[config.mk]
export PLATFORM = sky130hd
export DESIGN_NAME = record_frame_deframer
export DESIGN_NICKNAME = d
export VERILOG_FILES = /design/src/rtl/core/rfd_pkg.sv /design/src/rtl/core/record_frame_deframer.sv /design/src/rtl/core/rfd_track.sv /design/src/rtl/core/rfd_check.sv
export SDC_FILE = /design/constraint.sdc
export NUM_CORES = 1
export LEC_CHECK = 0
export ABC_CLOCK_PERIOD_IN_PS = 16700
export BUFFER_PORTS_ARGS = -buffer_cell sky130_fd_sc_hd__buf_2
export CORE_MARGIN = 2
export CORE_UTILIZATION = 60
export CTS_CLUSTER_SIZE = 8
export DETAILED_ROUTE_END_ITERATION = 10
export GPL_TIMING_DRIVEN = 0
export PLACE_DENSITY = 0.81
export RECOVER_POWER = 50
export SLEW_MARGIN = 20
export SYNTH_ARGS = -nofsm -noshare
export SYNTH_HDL_FRONTEND = slang
export SYNTH_HIERARCHICAL = 1
export SYNTH_SLANG_ARGS = --single-unit
[constraint.sdc]
create_clock -name clk -period 16.7 [get_ports clk]
set_input_delay 3.34 -clock clk [delete_from_list [all_inputs] [get_ports clk]]
set_output_delay 3.34 -clock clk [all_outputs]
set_load 0.02 [all_outputs]
[src/rtl/core/rfd_pkg.sv]
// Shared types and constants for the record frame deframer.
// Holds the channel word structs, section and status codes and the header layout.
// No dependencies; every other file in rtl/core imports it.
`default_nettype none

package rfd_pkg;

    // Frame layout
    localparam int HEADER_BYTES = 19;
    localparam int NONCE_BYTES  = 12;
    localparam int TAG_BYTES    = 16;
    localparam int MIN_FRAME    = HEADER_BYTES + NONCE_BYTES + TAG_BYTES;

    // Byte offsets inside the header
    localparam int OFF_VERSION  = 0;
    localparam int OFF_TYPE     = 1;
    localparam int OFF_ROLE     = 2;
    localparam int OFF_SEQ_LAST = 10;
    localparam int OFF_CT_LAST  = 14;
    localparam int OFF_TAG_LAST = 18;

    localparam logic [7:0] ROLE_CLIENT = 8'h01;
    localparam logic [7:0] ROLE_SERVER = 8'h02;

    localparam int OFFSET_W  = 32;
    localparam int OFF_INC_W = OFFSET_W + 1;
    localparam int SHORT_W   = $clog2(MIN_FRAME + 1);

    typedef enum logic [2:0] {
        SEC_HEADER = 3'd0,
        SEC_NONCE  = 3'd1,
        SEC_CT     = 3'd2,
        SEC_TAG    = 3'd3,
        SEC_EXCESS = 3'd4
    } sec_t;

    typedef enum logic [2:0] {
        STATUS_OK        = 3'd0,
        STATUS_SHORT     = 3'd1,
        STATUS_BAD_ROLE  = 3'd2,
        STATUS_BAD_VER   = 3'd3,
        STATUS_SEQ_EXH   = 3'd4,
        STATUS_BAD_TAG   = 3'd5,
        STATUS_LEN_MISMA = 3'd6
    } status_t;

    typedef enum logic [0:0] {
        CFG_VERSION = 1'b0,
        CFG_MAX_SEQ = 1'b1
    } cfg_idx_t;

    typedef struct packed {
        logic [7:0] data;
        logic       last;
    } in_item_t;

    typedef struct packed {
        logic [2:0]  section;
        logic [7:0]  byte_out;
        logic        done_res;
        logic [2:0]  status;
        logic        header_ready;
        logic [7:0]  content_type;
        logic        role_server;
        logic [63:0] sequence_res;
        logic [31:0] ct_length;
        logic [31:0] tag_len;
    } out_item_t;

    // Per-frame state as it stands after the current byte has been taken.
    typedef struct packed {
        sec_t               sec;
        logic               excess;
        logic [SHORT_W-1:0] short_count;
        logic [7:0]         version;
        logic [7:0]         ctype;
        logic [7:0]         role;
        logic [63:0]        seq;
        logic [31:0]        ct_len;
        logic [31:0]        tag_len;
    } view_t;

endpackage

`default_nettype wire

[src/rtl/core/record_frame_deframer.sv]
// Record frame deframer: top level with input register, result register and settings.
// Instantiates rfd_track and rfd_check; depends on rfd_pkg.
//
// Usage: frame bytes enter on in_valid/in_data with in_stall as back-pressure; each
// accepted word carries one byte and a flag on the frame's final byte. For every byte
// one result word leaves on out_valid/out_data: the byte, its section (header, nonce,
// ciphertext, tag, beyond the declared length), the decoded header fields once all 19
// header bytes are in, and on the final byte the frame status.
// A byte accepted into the input register is offered as a result once it has moved into
// the result register. One byte per cycle is taken while the receiver does not stall,
// set by the combinational section and status update between the two registers.
// When the receiver stalls, the result register holds its word; one more byte is taken
// into the input register, after which in_stall rises until the result is taken.
// Reset clears the valid flags of both registers and the frame state, sets
// expected_version to 1 and max_sequence to all ones. Settings are written through
// cfg_we/cfg_index/cfg_wdata and should only change while no frame byte is in flight.
`default_nettype none

module record_frame_deframer (
    input  wire logic              clk,
    input  wire logic              rst_n,
    input  wire logic              in_valid,
    output logic                   in_stall,
    input  wire rfd_pkg::in_item_t in_data,
    output logic                   out_valid,
    input  wire logic              out_stall,
    output rfd_pkg::out_item_t     out_data,
    input  wire logic              cfg_we,
    input  wire rfd_pkg::cfg_idx_t cfg_index,
    input  wire logic [63:0]       cfg_wdata
);
    import rfd_pkg::*;

    logic [7:0]  expected_version_reg;
    logic [63:0] max_sequence_reg;

    logic        s1_valid_reg;
    in_item_t    s1_item_reg;
    logic        out_valid_reg;
    out_item_t   out_item_reg;
    out_item_t   out_item_next;

    logic        s2_free;
    logic        s1_move;
    logic        in_take;
    sec_t        cur_sec;
    view_t       view;
    status_t     status;
    logic        ready;

    assign s2_free  = !out_valid_reg || !out_stall;
    assign s1_move  = s1_valid_reg && s2_free;
    assign in_stall = s1_valid_reg && !s2_free;
    assign in_take  = in_valid && !in_stall;

    assign out_valid = out_valid_reg;
    assign out_data  = out_item_reg;

    rfd_track u_track (
        .clk   (clk),
        .rst_n (rst_n),
        .en    (s1_move),
        .item  (s1_item_reg),
        .sec   (cur_sec),
        .view  (view)
    );

    rfd_check u_check (
        .view             (view),
        .last             (s1_item_reg.last),
        .expected_version (expected_version_reg),
        .max_sequence     (max_sequence_reg),
        .status           (status)
    );

    // Header fields read as zero until the whole header is in.
    always_comb
    begin
        ready                        = (view.sec != SEC_HEADER);
        out_item_next.section        = cur_sec;
        out_item_next.byte_out       = s1_item_reg.data;
        out_item_next.done_res       = s1_item_reg.last;
        out_item_next.status         = status;
        out_item_next.header_ready   = ready;
        out_item_next.content_type   = ready ? view.ctype : '0;
        out_item_next.role_server    = ready && (view.role == ROLE_SERVER);
        out_item_next.sequence_res   = ready ? view.seq : '0;
        out_item_next.ct_length      = ready ? view.ct_len : '0;
        out_item_next.tag_len        = ready ? view.tag_len : '0;
    end

    always_ff @(posedge clk or negedge rst_n)
    begin
        if (!rst_n)
        begin
            expected_version_reg <= 8'h01;
            max_sequence_reg     <= '1;
        end
        else if (cfg_we)
        begin
            unique case (cfg_index)
                CFG_VERSION: expected_version_reg <= cfg_wdata[7:0];
                CFG_MAX_SEQ: max_sequence_reg     <= cfg_wdata;
                default:     max_sequence_reg     <= max_sequence_reg;
            endcase
        end
    end

    always_ff @(posedge clk or negedge rst_n)
    begin
        if (!rst_n)
        begin
            s1_valid_reg  <= 1'b0;
            out_valid_reg <= 1'b0;
        end
        else
        begin
            if (in_take)
                s1_valid_reg <= 1'b1;
            else if (s1_move)
                s1_valid_reg <= 1'b0;
            if (s1_move)
                out_valid_reg <= 1'b1;
            else if (!out_stall)
                out_valid_reg <= 1'b0;
        end
    end

    always_ff @(posedge clk)
    begin
        if (in_take)
            s1_item_reg <= in_data;
        if (s1_move)
            out_item_reg <= out_item_next;
    end

    a_status_only_on_last: assert property (@(posedge clk) disable iff (!rst_n)
        out_valid_reg && !out_item_reg.done_res |-> out_item_reg.status == STATUS_OK)
        else $error("status reported on a byte that does not end the frame");

    a_fields_zero_before_header: assert property (@(posedge clk) disable iff (!rst_n)
        out_valid_reg && !out_item_reg.header_ready |->
            out_item_reg.content_type == '0 && out_item_reg.sequence_res == '0 &&
            out_item_reg.ct_length == '0 && out_item_reg.tag_len == '0 &&
            !out_item_reg.role_server)
        else $error("header fields shown before the header is complete");

    a_stall_only_when_full: assert property (@(posedge clk) disable iff (!rst_n)
        in_stall |-> s1_valid_reg && out_valid_reg && out_stall)
        else $error("input stalled while a register stage is free");

    a_excess_after_header: assert property (@(posedge clk) disable iff (!rst_n)
        out_valid_reg && out_item_reg.section == SEC_EXCESS |-> out_item_reg.header_ready)
        else $error("byte beyond the declared length before the header was complete");

endmodule

`default_nettype wire

[src/rtl/core/rfd_track.sv]
// Section tracker and header capture for the record frame deframer.
// Holds the per-frame state and works out its value after each byte.
// Depends on rfd_pkg.
`default_nettype none

module rfd_track (
    input  wire logic             clk,
    input  wire logic             rst_n,
    input  wire logic             en,
    input  wire rfd_pkg::in_item_t item,
    output rfd_pkg::sec_t         sec,
    output rfd_pkg::view_t        view
);
    import rfd_pkg::*;

    sec_t                sec_reg,     sec_next;
    logic [OFFSET_W-1:0] off_reg,     off_next;
    logic [SHORT_W-1:0]  short_reg,   short_next;
    logic                excess_reg,  excess_next;
    logic [7:0]          version_reg, version_next;
    logic [7:0]          type_reg,    type_next;
    logic [7:0]          role_reg,    role_next;
    logic [63:0]         seq_reg,     seq_next;
    logic [31:0]         ct_len_reg,  ct_len_next;
    logic [31:0]         tag_len_reg, tag_len_next;
    logic [OFF_INC_W-1:0] off_inc;

    // Header capture
    always_comb
    begin
        version_next = version_reg;
        type_next    = type_reg;
        role_next    = role_reg;
        seq_next     = seq_reg;
        ct_len_next  = ct_len_reg;
        tag_len_next = tag_len_reg;
        if (sec_reg == SEC_HEADER)
        begin
            priority if (off_reg == OFFSET_W'(OFF_VERSION))
                version_next = item.data;
            else if (off_reg == OFFSET_W'(OFF_TYPE))
                type_next = item.data;
            else if (off_reg == OFFSET_W'(OFF_ROLE))
                role_next = item.data;
            else if (off_reg <= OFFSET_W'(OFF_SEQ_LAST))
                seq_next = {seq_reg[55:0], item.data};
            else if (off_reg <= OFFSET_W'(OFF_CT_LAST))
                ct_len_next = {ct_len_reg[23:0], item.data};
            else if (off_reg <= OFFSET_W'(OFF_TAG_LAST))
                tag_len_next = {tag_len_reg[23:0], item.data};
        end
    end

    // Section advance; empty ciphertext or tag sections are passed over at once.
    always_comb
    begin
        off_inc     = {1'b0, off_reg} + OFF_INC_W'(1);
        off_next    = off_inc[OFFSET_W-1:0];
        sec_next    = sec_reg;
        excess_next = excess_reg;
        short_next  = (short_reg < SHORT_W'(MIN_FRAME)) ? short_reg + SHORT_W'(1) : short_reg;
        unique case (sec_reg)
            SEC_HEADER:
            begin
                if (off_inc >= OFF_INC_W'(HEADER_BYTES))
                begin
                    sec_next = SEC_NONCE;
                    off_next = '0;
                end
            end
            SEC_NONCE:
            begin
                if (off_inc >= OFF_INC_W'(NONCE_BYTES))
                begin
                    off_next = '0;
                    if (ct_len_reg != '0)
                        sec_next = SEC_CT;
                    else if (tag_len_reg != '0)
                        sec_next = SEC_TAG;
                    else
                        sec_next = SEC_EXCESS;
                end
            end
            SEC_CT:
            begin
                if (off_inc >= {1'b0, ct_len_reg})
                begin
                    off_next = '0;
                    sec_next = (tag_len_reg != '0) ? SEC_TAG : SEC_EXCESS;
                end
            end
            SEC_TAG:
            begin
                if (off_inc >= {1'b0, tag_len_reg})
                begin
                    off_next = '0;
                    sec_next = SEC_EXCESS;
                end
            end
            SEC_EXCESS:
            begin
                excess_next = 1'b1;
                off_next    = '0;
            end
            default:
            begin
                sec_next = SEC_HEADER;
                off_next = '0;
            end
        endcase
    end

    always_comb
    begin
        sec              = sec_reg;
        view.sec         = sec_next;
        view.excess      = excess_next;
        view.short_count = short_next;
        view.version     = version_next;
        view.ctype       = type_next;
        view.role        = role_next;
        view.seq         = seq_next;
        view.ct_len      = ct_len_next;
        view.tag_len     = tag_len_next;
    end

    // The final byte of a frame returns everything to the start of a frame.
    always_ff @(posedge clk or negedge rst_n)
    begin
        if (!rst_n)
        begin
            sec_reg     <= SEC_HEADER;
            off_reg     <= '0;
            short_reg   <= '0;
            excess_reg  <= 1'b0;
            version_reg <= '0;
            type_reg    <= '0;
            role_reg    <= '0;
            seq_reg     <= '0;
            ct_len_reg  <= '0;
            tag_len_reg <= '0;
        end
        else if (en)
        begin
            if (item.last)
            begin
                sec_reg     <= SEC_HEADER;
                off_reg     <= '0;
                short_reg   <= '0;
                excess_reg  <= 1'b0;
                version_reg <= '0;
                type_reg    <= '0;
                role_reg    <= '0;
                seq_reg     <= '0;
                ct_len_reg  <= '0;
                tag_len_reg <= '0;
            end
            else
            begin
                sec_reg     <= sec_next;
                off_reg     <= off_next;
                short_reg   <= short_next;
                excess_reg  <= excess_next;
                version_reg <= version_next;
                type_reg    <= type_next;
                role_reg    <= role_next;
                seq_reg     <= seq_next;
                ct_len_reg  <= ct_len_next;
                tag_len_reg <= tag_len_next;
            end
        end
    end

    a_excess_offset_zero: assert property (@(posedge clk) disable iff (!rst_n)
        sec_reg == SEC_EXCESS |-> off_reg == '0)
        else $error("offset not zero beyond the declared length");

    a_last_restarts: assert property (@(posedge clk) disable iff (!rst_n)
        en && item.last |=> sec_reg == SEC_HEADER && off_reg == '0 && short_reg == '0)
        else $error("frame state not cleared after the final byte");

    a_ct_offset_in_range: assert property (@(posedge clk) disable iff (!rst_n)
        sec_reg == SEC_CT |-> off_reg < ct_len_reg)
        else $error("ciphertext offset has run past its length");

endmodule

`default_nettype wire

[src/rtl/core/rfd_check.sv]
// Frame status check for the record frame deframer.
// Picks the first failing check on the final byte of a frame.
// Depends on rfd_pkg.
`default_nettype none

module rfd_check (
    input  wire rfd_pkg::view_t view,
    input  wire logic           last,
    input  wire logic [7:0]     expected_version,
    input  wire logic [63:0]    max_sequence,
    output rfd_pkg::status_t    status
);
    import rfd_pkg::*;

    always_comb
    begin
        status = STATUS_OK;
        if (last)
        begin
            priority if (view.short_count < SHORT_W'(MIN_FRAME))
                status = STATUS_SHORT;
            else if (view.role != ROLE_CLIENT && view.role != ROLE_SERVER)
                status = STATUS_BAD_ROLE;
            else if (view.version != expected_version)
                status = STATUS_BAD_VER;
            else if (view.seq > max_sequence)
                status = STATUS_SEQ_EXH;
            else if (view.tag_len != 32'(TAG_BYTES))
                status = STATUS_BAD_TAG;
            else if (view.sec != SEC_EXCESS || view.excess)
                status = STATUS_LEN_MISMA;
        end
    end

endmodule

`default_nettype wire

---- Word level (Yosys, flattened, before mapping) ----
Index checks and enable logic that the tools add are counted.
operators by class
  add/sub/neg operators ................... 2
  magnitude comparators ................... 10
  equality and inequality tests ........... 13
  mux-type cells .......................... 61
  bitwise operators ....................... 2
  reduce and logical (&&, ||, !) cells .... 21
operator list
  cell                                                                                   count
  32-bit 2-to-1 mux                                                                      20
  64-bit 2-to-1 mux                                                                      6
  32-bit one-hot mux with 4 select lines                                                 1
  8-bit 2-to-1 mux                                                                       12
  33-bit by 32-bit greater-or-equal comparator with 1-bit output                         2
  64-bit greater-than comparator                                                         1
  32-bit by 4-bit <= comparator with 1-bit output (second input constant)                2
  32-bit nonzero test                                                                    2
  32-bit by 1-bit adder with 33-bit output (second input constant)                       1
  33-bit by 4-bit greater-or-equal comparator with 1-bit output (second input constant)  1
  33-bit by 5-bit greater-or-equal comparator with 1-bit output (second input constant)  1
  32-bit by 1-bit equality test with 1-bit output (second input constant)                1
  32-bit by 2-bit equality test with 1-bit output (second input constant)                1
  32-bit by 5-bit <= comparator with 1-bit output (second input constant)                1
  32-bit zero test                                                                       1
  32-bit by 5-bit inequality test with 1-bit output (second input constant)              1
  3-bit 2-to-1 mux                                                                       10
  3-bit one-hot mux with 5 select lines                                                  1
  6-bit < comparator (second input constant)                                             2
  6-bit 2-to-1 mux                                                                       2
  8-bit by 2-bit equality test with 1-bit output (second input constant)                 1
  8-bit by 1-bit inequality test with 1-bit output (second input constant)               1
  8-bit by 2-bit inequality test with 1-bit output (second input constant)               1
  8-bit inequality test                                                                  1
  18 further kinds                                                                       36
storage, ports and cells
  register bits ........................... 430
  input port bits ......................... 79
  output and inout port bits .............. 155
  logic and storage cells ................. 137

---- Longest topological paths before layout ----
Gate-level depths: netlist (run 1).
  depth after elaboration ................. 14
  depth in mapped cells ................... 20
  mapped depth without buffers ............ 18

---- By module ----
Netlist (run 1), hierarchy kept.
by module, submodules not included
  module                 instances  cells each  area each (µm²)  sequential area each (µm²)
  rfd_track              1          1250        12196.7          4854.7
  record_frame_deframer  1          478         8728.4           6797.8
  rfd_check              1          278         1930.6           0.0

---- Worst setup path before layout (run 1) ----
No wires, ideal clock.
  kind .................................... input-to-reg
  from .................................... in out_stall
  to ...................................... reg u_track.ct_len_reg[2]
  library setup time ...................... 0.121 ns
  arrival time ............................ 16.979 ns
  data required time ...................... 16.579 ns
  setup slack ............................. -0.400 ns
  cell stages on the path ................. 4
  buffers on the path ..................... 1
  cells stage by stage .................... a21boi_0 -> o21ai_1 -> clkbuf_1 -> a22o_1
between the ends
  cells in the longest elaborated chain, start to end .. 3
ends and longest elaborated chain
  what                  line                         RTL
  start, declared       record_frame_deframer.sv:26  input wire logic out_stall,
  1-bit zero test       n/a
  1-bit logical OR      record_frame_deframer.sv:51  assign s2_free = !out_valid_reg || !out_stall;
  1-bit logical AND     record_frame_deframer.sv:52  assign s1_move = s1_valid_reg && s2_free;
  end signal, assigned  rfd_track.sv:168             ct_len_reg <= ct_len_next;
  end, declared         rfd_track.sv:24              logic [31:0] ct_len_reg, ct_len_next;
No other way between the ends.
A chain may end at the register's enable or synchronous reset.

---- Final worst setup path (run 1) ----
  from .................................... in out_stall
  to ...................................... reg u_track.ct_len_reg[22]
between the ends
  cells in the longest elaborated chain, start to end .. 3
ends and longest elaborated chain
  what               line                         RTL
  1-bit zero test    n/a
  1-bit logical OR   record_frame_deframer.sv:51
  1-bit logical AND  record_frame_deframer.sv:52
  via s1_move        record_frame_deframer.sv:44  logic s1_move;
The timed path passes the listed nets, and every way through them passes these cells.

==> results of run 1 <==
## area by class of cell
cell class	instances	area share
diodes	4	0.000378
plain buffers	123	0.0226
clock buffers	105	0.0639
clock inverters	1	0.000756
inverters	145	0.0206
multi-input cells	1308	0.380
flip-flops and latches	430	0.440
well taps	511	0.0242
repair buffers	242	0.0478
## worst max path at each step
stage / end / slack, ns / depth (start not counted)
detailed placement: in_stall / 9.56 / 4
global placement: u_track/ct_len_reg[29]$_DFFE_PN0P_ / 0.01 / 9
finish: u_track/ct_len_reg[22]$_DFFE_PN0P_ / 8.90 / 10
CTS: in_stall / 9.56 / 4
global route: u_track/ct_len_reg[14]$_DFFE_PN0P_ / 8.52 / 10
floorplan: u_track/ct_len_reg[10]$_DFFE_PN0P_ / 4.24 / 8
## power by group
group          leakage (nW)  total (mW)  internal (mW)  switching, mW
Sequential             5.09        1.26           1.20         0.0544
Clock                 0.813        1.12          0.674          0.445
Combinational          6.09       0.489          0.202          0.287
## logic make-up after synthesis
kind of cell | after synthesis | synth area share
simple gates | 524 | 0.130
compound gates | 442 | 0.139
flops | 430 | 0.510
buf+inv | 268 | 0.0504
mux | 166 | 0.0817
fa+ha+maj | 133 | 0.0728
xor+xnor | 43 | 0.0165
## worst max-delay path: cells and delay by family
| family | cells | cell delay (ns) |
|---|---|---|
| compound gates | 2 | 1.98 |
| buf+inv | 6 | 2.51 |
| simple gates | 2 | 0.49 |
## per-stage QoR
step	setup WS [ns]	hold slack, ns
after detailed placement	9.56	0.472
after CTS	9.56	0.478
after floorplan	4.24	0.423
after global placement	0.0149	0.446
final	8.90	0.469
after global routing	8.52	0.492
## metal layers
layer / vias up / global-route usage / share of wire
met4: 2 / 0.169 / 0.054
met5: - / 0 / 0.00022
met1: 8494 / 0.409 / 0.39
met2: 824 / 0.523 / 0.48
met3: 187 / 0.0717 / 0.080
li1: 7981 / - / -
## Yosys cell counts (4+ instances only)
library cell  instances  area (um2)
a211oi_1              4        30.0
a21o_1               19         143
a21oi_1              59         295
a221oi_1              5        43.8
a22o_1              160        1400
a22oi_1              19         143
a31oi_1               4        25.0
and2_1              144         901
and3_1               13        81.3
and4_1                9        78.8
buf_2                22         110
buf_6                14         158
clkbuf_1             81         304
dfrtp_1             203        5080
dfstp_2              65        1710
edfxtp_1            162        4860
ha_1                133        1660
inv_1               144         541
mux2_2              164        1850
nand2_1             126         473
nand2b_1              6        37.5
nand3_1              27         135
nand4_1              38         238
nor2_1               44         165
nor2b_1               4        25.0
nor3_1               23         115
nor3b_2               4        50.1
nor4_1               46         288
nor4_2                4        50.1
o211ai_1              4        30.0
o21ai_0              99         495
o21ai_1               6        30.0
o2bb2ai_1            20         175
or2_2                 5        31.3
xnor2_1              19         166
xor2_1               24         210
==> results.txt, run 1 <==
- Leading cell types in the layout, fill and taps excluded: 244 x buf_2, 203 x dfrtp_1, 164 x mux2_2
- Of all nets on the critical path, the largest fanout is 18.
- The worst register-to-register path begins at u_track/off_reg[0]$_DFFE_PN0P_.
- Setup-failing EPs final: 0
* Worst Hold End: out_valid$_DFFE_PN0P_
- Prevailing post-synth register cell: dfrtp_1
- TritonCTS Buffers: 59
- Synth async-reset ratio: 0.623
* Total count of hold-check failures in the final report: 0
* Run status: finished, violations left
* Synthesized instance count: 2006
- Excluding fillers, the count of instances in the completed layout stands at between 2000 and 3000.
- For this run, design rule violations remaining after detail routing come to 0.
- Row generation in the floorplan step produced between 70 and 80 rows.
- The initial antenna violation count is 6.
- Counting I/O delays and the setup requirement, the final critical path takes 7.80 ns.
- Proportion of layout cells with a drive suffix above 1: 0.250
* Hold path startpoint: s1_valid_reg$_DFFE_PN0P_
- Power spread over the standard cell area amounts to approximately 110 nW/um2.
- Finished layout cell area: 26500 um2
- Root cell of the clock tree: clkbuf_16
- VDD sags by at most 0.0823 mV.
- After clock tree synthesis, the clock-pin slew on the worst setup and hold paths is 0.05 ns.
- The detail route stage leaves a number of antenna-violating nets equal to 0.
- Synth warnings: 6
- The min-delay analysis places its worst path in the category register to register.
* Number of placed I/O pins: between 200 and 250
- In this run the tool buffered the top-level ports with 233 buffer cells.
* Placeable core area: 37600 um2
- Hold depth: 1
* Total Routed Length: about 63000 um
- Initial drt markers: 1473
- After synthesis the cells add up to roughly 23000 um2.
* WP data arrival: 8.34 ns
* Max clock buf depth: 3
- Synthesis produced a netlist with a net count of 2218.
* WL per Instance: about 22 um
- Entering global routing, the biggest net connects 99 pins.
* Per-cell via count in the routed design: ~6.1
- Total power for the finished layout comes to 2.86 mW.
- Depth of the worst register-to-register path: 18
- At the end of the flow, the number of nets in the layout was 2521.
- The clock net in this run drives a total of 430 sinks.
- Growth of design area from synthesis to finish: 15.8%
- On the critical path, the stage with the largest delay is an instance of a21boi_0.
- In this run the worst setup path begins at out_stall.
- The most numerous cell type found on the critical path is clkbuf_1.
- STA classifies the critical path startpoint as an input pin.
- After filler insertion, the fill cell instance count of the layout stands at 2681.
* Number of vias after detailed routing: approximately 17000
- In the final timing run, aggregate negative setup slack is 0 ns.
* Effective utilization at floorplan: 0.608
- Summed over all cells, the static leakage comes to 12.0 nW.
- Count of instances resized after the clock tree is built: 0
* Clock latency on the worst-skew pair: between 0.6 and 0.7 ns
- Crit path kind: input pin to register
- Across all register-to-register paths, the minimum setup slack is 10.58 ns.
* Total half-perimeter wirelength after legalization and detailed placement: 46500 um
- Flop and latch count out of synthesis: 430
- Across the run, the number of max-cap violations was 2.
- Top achievable clock speed: 128 MHz
- CTS built an H-tree with a depth of 2.
- The via count of the first global-routing pass is about 18000.
* Total of hold buffers inserted after clock tree synthesis: 0
- The worst setup path is captured at a register.
- Max transition margin: -2.27
- Wire length of the first global-routing pass: 97600 um
- Area after DPL: 24900 um2
- Area enclosed by the die boundary: just under 40000 um2
* Utilization after layout: 0.705
- The first TritonRoute pass finished after 5 iterations.
* Violated checks: max-capacitance violations, max-slew violations
- At the pin with the least slew margin, the transition time is 4.90 ns.
- Dividing the final minimum period by the clock period gives 0.467.
- Sequential cell area: 11700 um2
* Largest register FFs: approximately 150
* Ordered cell list for the critical path: clkbuf_1 -> a21boi_0 -> clkbuf_1 -> inv_1 -> nor2_1 -> clkbuf_1 -> and2_1 -> clkbuf_1 -> clkbuf_1 -> a22o_1
* CTS tree: built
- Final slew viol count: 102
- Most frequent standard cell in the layout excluding fill and tap cells: buf_2
- Area occupied by multi-input gates: 10100 um2
- In this run, placement finished with an instance count of 2759.
* Sum of overflow across all layers after global routing: 0
- Post-synth cell types: about 80
- The endpoint identified for the worst register-to-register timing path is out_data[122]$_SDFFCE_PN0P_.
- Slowest Stage Delay on Critical Path: between 1.5 and 2 ns
* Average cell area after synthesis: 11.4 um2
* RSZ-0062 raised after global routing: no
- Post-CTS timing repair inserted 0 buffers for setup.
* Number of flops mapped to enable cells by yosys: between 150 and 200
- RePlAce Congestion: 1.05
- Fraction of the yosys area taken by sequential cells: 0.510
* Die H: 199 um
* Chip Width: 199 um
* Worst clock skew: 0.0116 ns
- Required time at the worst-slack endpoint: 17.24 ns
* Overall global routing resource usage: 0.323
No activity file was read; power rests on OpenSTA's default activity.
==> inputs of run 2 (changes only) <==
Settings changed: ABC_CLOCK_PERIOD_IN_PS 16700 to 6900, CORE_UTILIZATION 60 to 54, PLACE_DENSITY 0.81 to 0.77.
Clock period 16.7 ns to 6.9 ns, I/O delays scaled along.
==> run 2 against run 1 <==
  * The flow still finishes with violations (max-capacitance violations, max-slew violations)
  * First-iteration DRC count is 8.1% lower
  * Highest routed layer unchanged
  * Flip-flop and latch count stayed put
  * Clock-buffer cell count is 1 lower
  * Largest power group unchanged
  * Utilization is 7.1 points lower
  * Clock skew is 0.023 ns higher
  * Sequential power is 140% higher
  * Cell count is 1.0% higher
  * Sequential share of layout area hardly changed
  * Non-clock buffer count is 1 higher
==> results.txt, run 2 (synthesized netlist as in run 1, its figures left out) <==
- Minimum clock period after layout: 6.29 ns
* Top achievable clock speed: 159 MHz
- Area enclosed by the die boundary: 44000 um2
* Kind of cell with the highest combined delay on the critical path: simple AND/OR/NAND/NOR gates
- The analysis attributes to cell leakage a power of 12.0 nW.
* Root cell of the clock tree: clkbuf_16
- Number of placed I/O pins: 234
- Type of the most critical hold path: register to register
* Most frequent standard cell in the layout excluding fill and tap cells: buf_2
* Ordered cell list for the critical path: ha_1 -> clkbuf_1 -> nand2_1 -> nor4_2 -> nand3_1 -> xnor2_1 -> ha_1 -> a211oi_1 -> nor2_1 -> a211oi_1 -> a31oi_1 -> or4b_2 -> o2bb2ai_1 -> a21oi_1 -> o21ai_1 -> or3_4 -> buf_2 -> buf_6 -> and2_1
- Die H: 210 um
* Total of hold buffers inserted after clock tree synthesis: 0
* Port buffer count: 233
- STA puts the critical path data arrival time at 6.65 ns.
- Wire length of the first global-routing pass: 99400 um
- Peak supply drop: 0.194 mV
- The worst hold path terminates at u_track/role_reg[5]$_DFFE_PN0P_.
- Number of filler instances in the final layout: 3289
- Final Hold Slack: 0.499 ns
* Number of vias after detailed routing: ~17000
* Largest register FFs: about 150
* CTS tree: built
- Setup slack on the worst flop-to-flop path: 0.61 ns
- The worst register-to-register path ends at out_data[109]$_SDFFCE_PN0P_.
* Final-stage net count: around 2500
* Leading cell types in the layout, fill and taps excluded: 246 x buf_2, 203 x dfrtp_1, 164 x mux2_2
- Growth of design area from synthesis to finish: 15.9%
* Proportion of layout cells with a drive suffix above 1: 0.250
* Number of detailed-routing iterations run before antenna repair: 5
- Core Rows: between 70 and 80
- Effective utilization at floorplan: 0.546
- Number of H-tree levels: 2
* Via count of the first global-routing pass: 17500
* Crit start category: register
- Required time at the worst-slack endpoint: slightly above 7 ns
* Hold path startpoint: u_track/role_reg[5]$_DFFE_PN0P_
- The flow ran to the end, but the final reports show violations.
- RSZ-0062 raised after global routing: no
- Across every metal layer, demand over resource in global routing totals 0.294.
- Violated checks: max-capacitance violations, max-slew violations
- Summed over all layers, the global routing overflow is 0.
- Of all nets on the critical path, the largest fanout is 11.
* Setup crit end kind: register
- Worst R2R Start: u_track/off_reg[0]$_DFFE_PN0P_
* Initial drt markers: 1353
* Max clock buf depth: 3
- Setup violations remaining at the end of the flow were counted as 0.
* RePlAce Congestion: between 0.9 and 1
- The tool flagged a number of max-cap violations equal to 1.
* Cell count after placement: 2788
* Total Routed Length: about 64000 um
* Depth of the worst register-to-register path: 19
* Pin count of the biggest net entering global routing: 105
- Chip Width: 210 um
* Worst Max-Slew Pin Slew: 4.25 ns
- At the later pin of the worst-skew pair, clock insertion delay measures 0.62 ns.
- Cell with the largest stage delay on the worst path: or4b_2
- Crit path kind: register to register
- The total area inside the core boundary comes to 41900 um2.
- Across the routed clock network, the largest skew measured is roughly 0.035 ns.
- Number of buffer and inverter instances along the worst setup path: 3
* Number of remaining DRC errors: 0
- The detail route stage leaves a number of antenna-violating nets equal to 0.
- Of the available clock period, the critical path in the final layout requires 0.911.
- The number of hold violations in the final report is 0.
* Count of instances resized after the clock tree is built: 0
* Max transition margin: -1.83
- For this run, the slowest stage of the critical path takes 0.75 ns.
* Clock slew at the register clock pins of the worst setup and hold paths: roughly 0.060 ns
- Initial antenna violation count: 5
- Summed over all nets, the half-perimeter wirelength after detailed placement is between 40000 and 50000 um.
- Number of sinks on the clock net: between 400 and 500
* WL per Instance: 22.2 um
- Total power density per cell area: 261 nW/um2
- Post-CTS timing repair inserted 0 buffers for setup.
- The critical path starts at u_track/off_reg[0]$_DFFE_PN0P_.
* Per-cell via count in the routed design: between 5 and 6
* Final slew viol count: 71
* Hold depth: 1
- Clock tree synthesis inserted a total of 59 buffers.
- Post-route insts no fill: 2899
[run 2: cell types whose count changed in the layout (fill, tap and decap cells not counted)]
| cell | change |
|---|---|
| buf_2 | +2 |
| clkinv_16 | +2 |
| clkbuf_1 | +1 |
| buf_16 | -1 |
| inv_6 | +1 |
| clkbuf_16 | -2 |
| inv_16 | -1 |
[run 2: power by group]
part           total [mW]  switching [mW]  internal (mW)
clock                2.70            1.11           1.60
sequential           3.04           0.130           2.91
combinational        1.17           0.686          0.484
total                6.91            1.92           4.99
[run 2: final cells by class]
type                    count  area (um2)  area share
diodes                      4        10.0    0.000378
plain buffers             123         598      0.0226
clock buffers             104        1650      0.0621
clock inverters             3        68.8     0.00260
inverters                 145         544      0.0205
multi-input cells        1308       10100       0.379
flip-flops and latches    430       11700       0.440
well taps                 539         674      0.0255
repair buffers            243        1250      0.0471
[run 2: metal layers]
metal	track usage	up-vias	wire length, um
met4	0.155	4	3300
met3	0.0468	175	3960
met5	0	-	25
met1	0.364	8570	25600
met2	0.498	666	31500
li1	-	7976	-
[run 2: worst register-to-register path, cell delays in order (launching register included)]
cell and delay, ns:
dfrtp_1 0.61, ha_1 0.23, clkbuf_1 0.38, nand2_1 0.27
nor4_2 0.60, nand3_1 0.19, xnor2_1 0.50, ha_1 0.35
a211oi_1 0.26, nor2_1 0.08, a211oi_1 0.23, a31oi_1 0.11
or4b_2 0.75, o2bb2ai_1 0.19, a21oi_1 0.15, o21ai_1 0.11
or3_4 0.36, buf_2 0.27, buf_6 0.20, and2_1 0.18
[run 2: metrics by stage]
step / total power [mW] / setup TNS, ns / cell area [um2] / setup slack, ns / utilization
finish: 6.91 / 0 / 26500 / 0.615 / 0.633
global route: 7.19 / 0 / 26500 / 0.362 / 0.633
CTS: 6.98 / 0 / 26700 / 0.711 / 0.638
detailed placement: 4.26 / 0 / 25000 / 0.753 / 0.597
global placement: 4.19 / -210.97 / 24700 / -1.06 / 0.590
floorplan: 3.86 / 0 / 22900 / 1.21 / -
[run 2: how the worst max path moves through the flow]
stage                                                endpoint  slack [ns]  cells past startpoint
after CTS                         out_data[109]$_SDFFCE_PN0P_        0.71                     19
final                             out_data[109]$_SDFFCE_PN0P_        0.61                     19
after floorplan            u_track/ct_len_reg[10]$_DFFE_PN0P_        1.21                      8
after global placement    u_track/tag_len_reg[27]$_DFFE_PN0P_       -1.06                      9
after detailed placement          out_data[109]$_SDFFCE_PN0P_        0.75                     19
after global routing              out_data[109]$_SDFFCE_PN0P_        0.36                     19
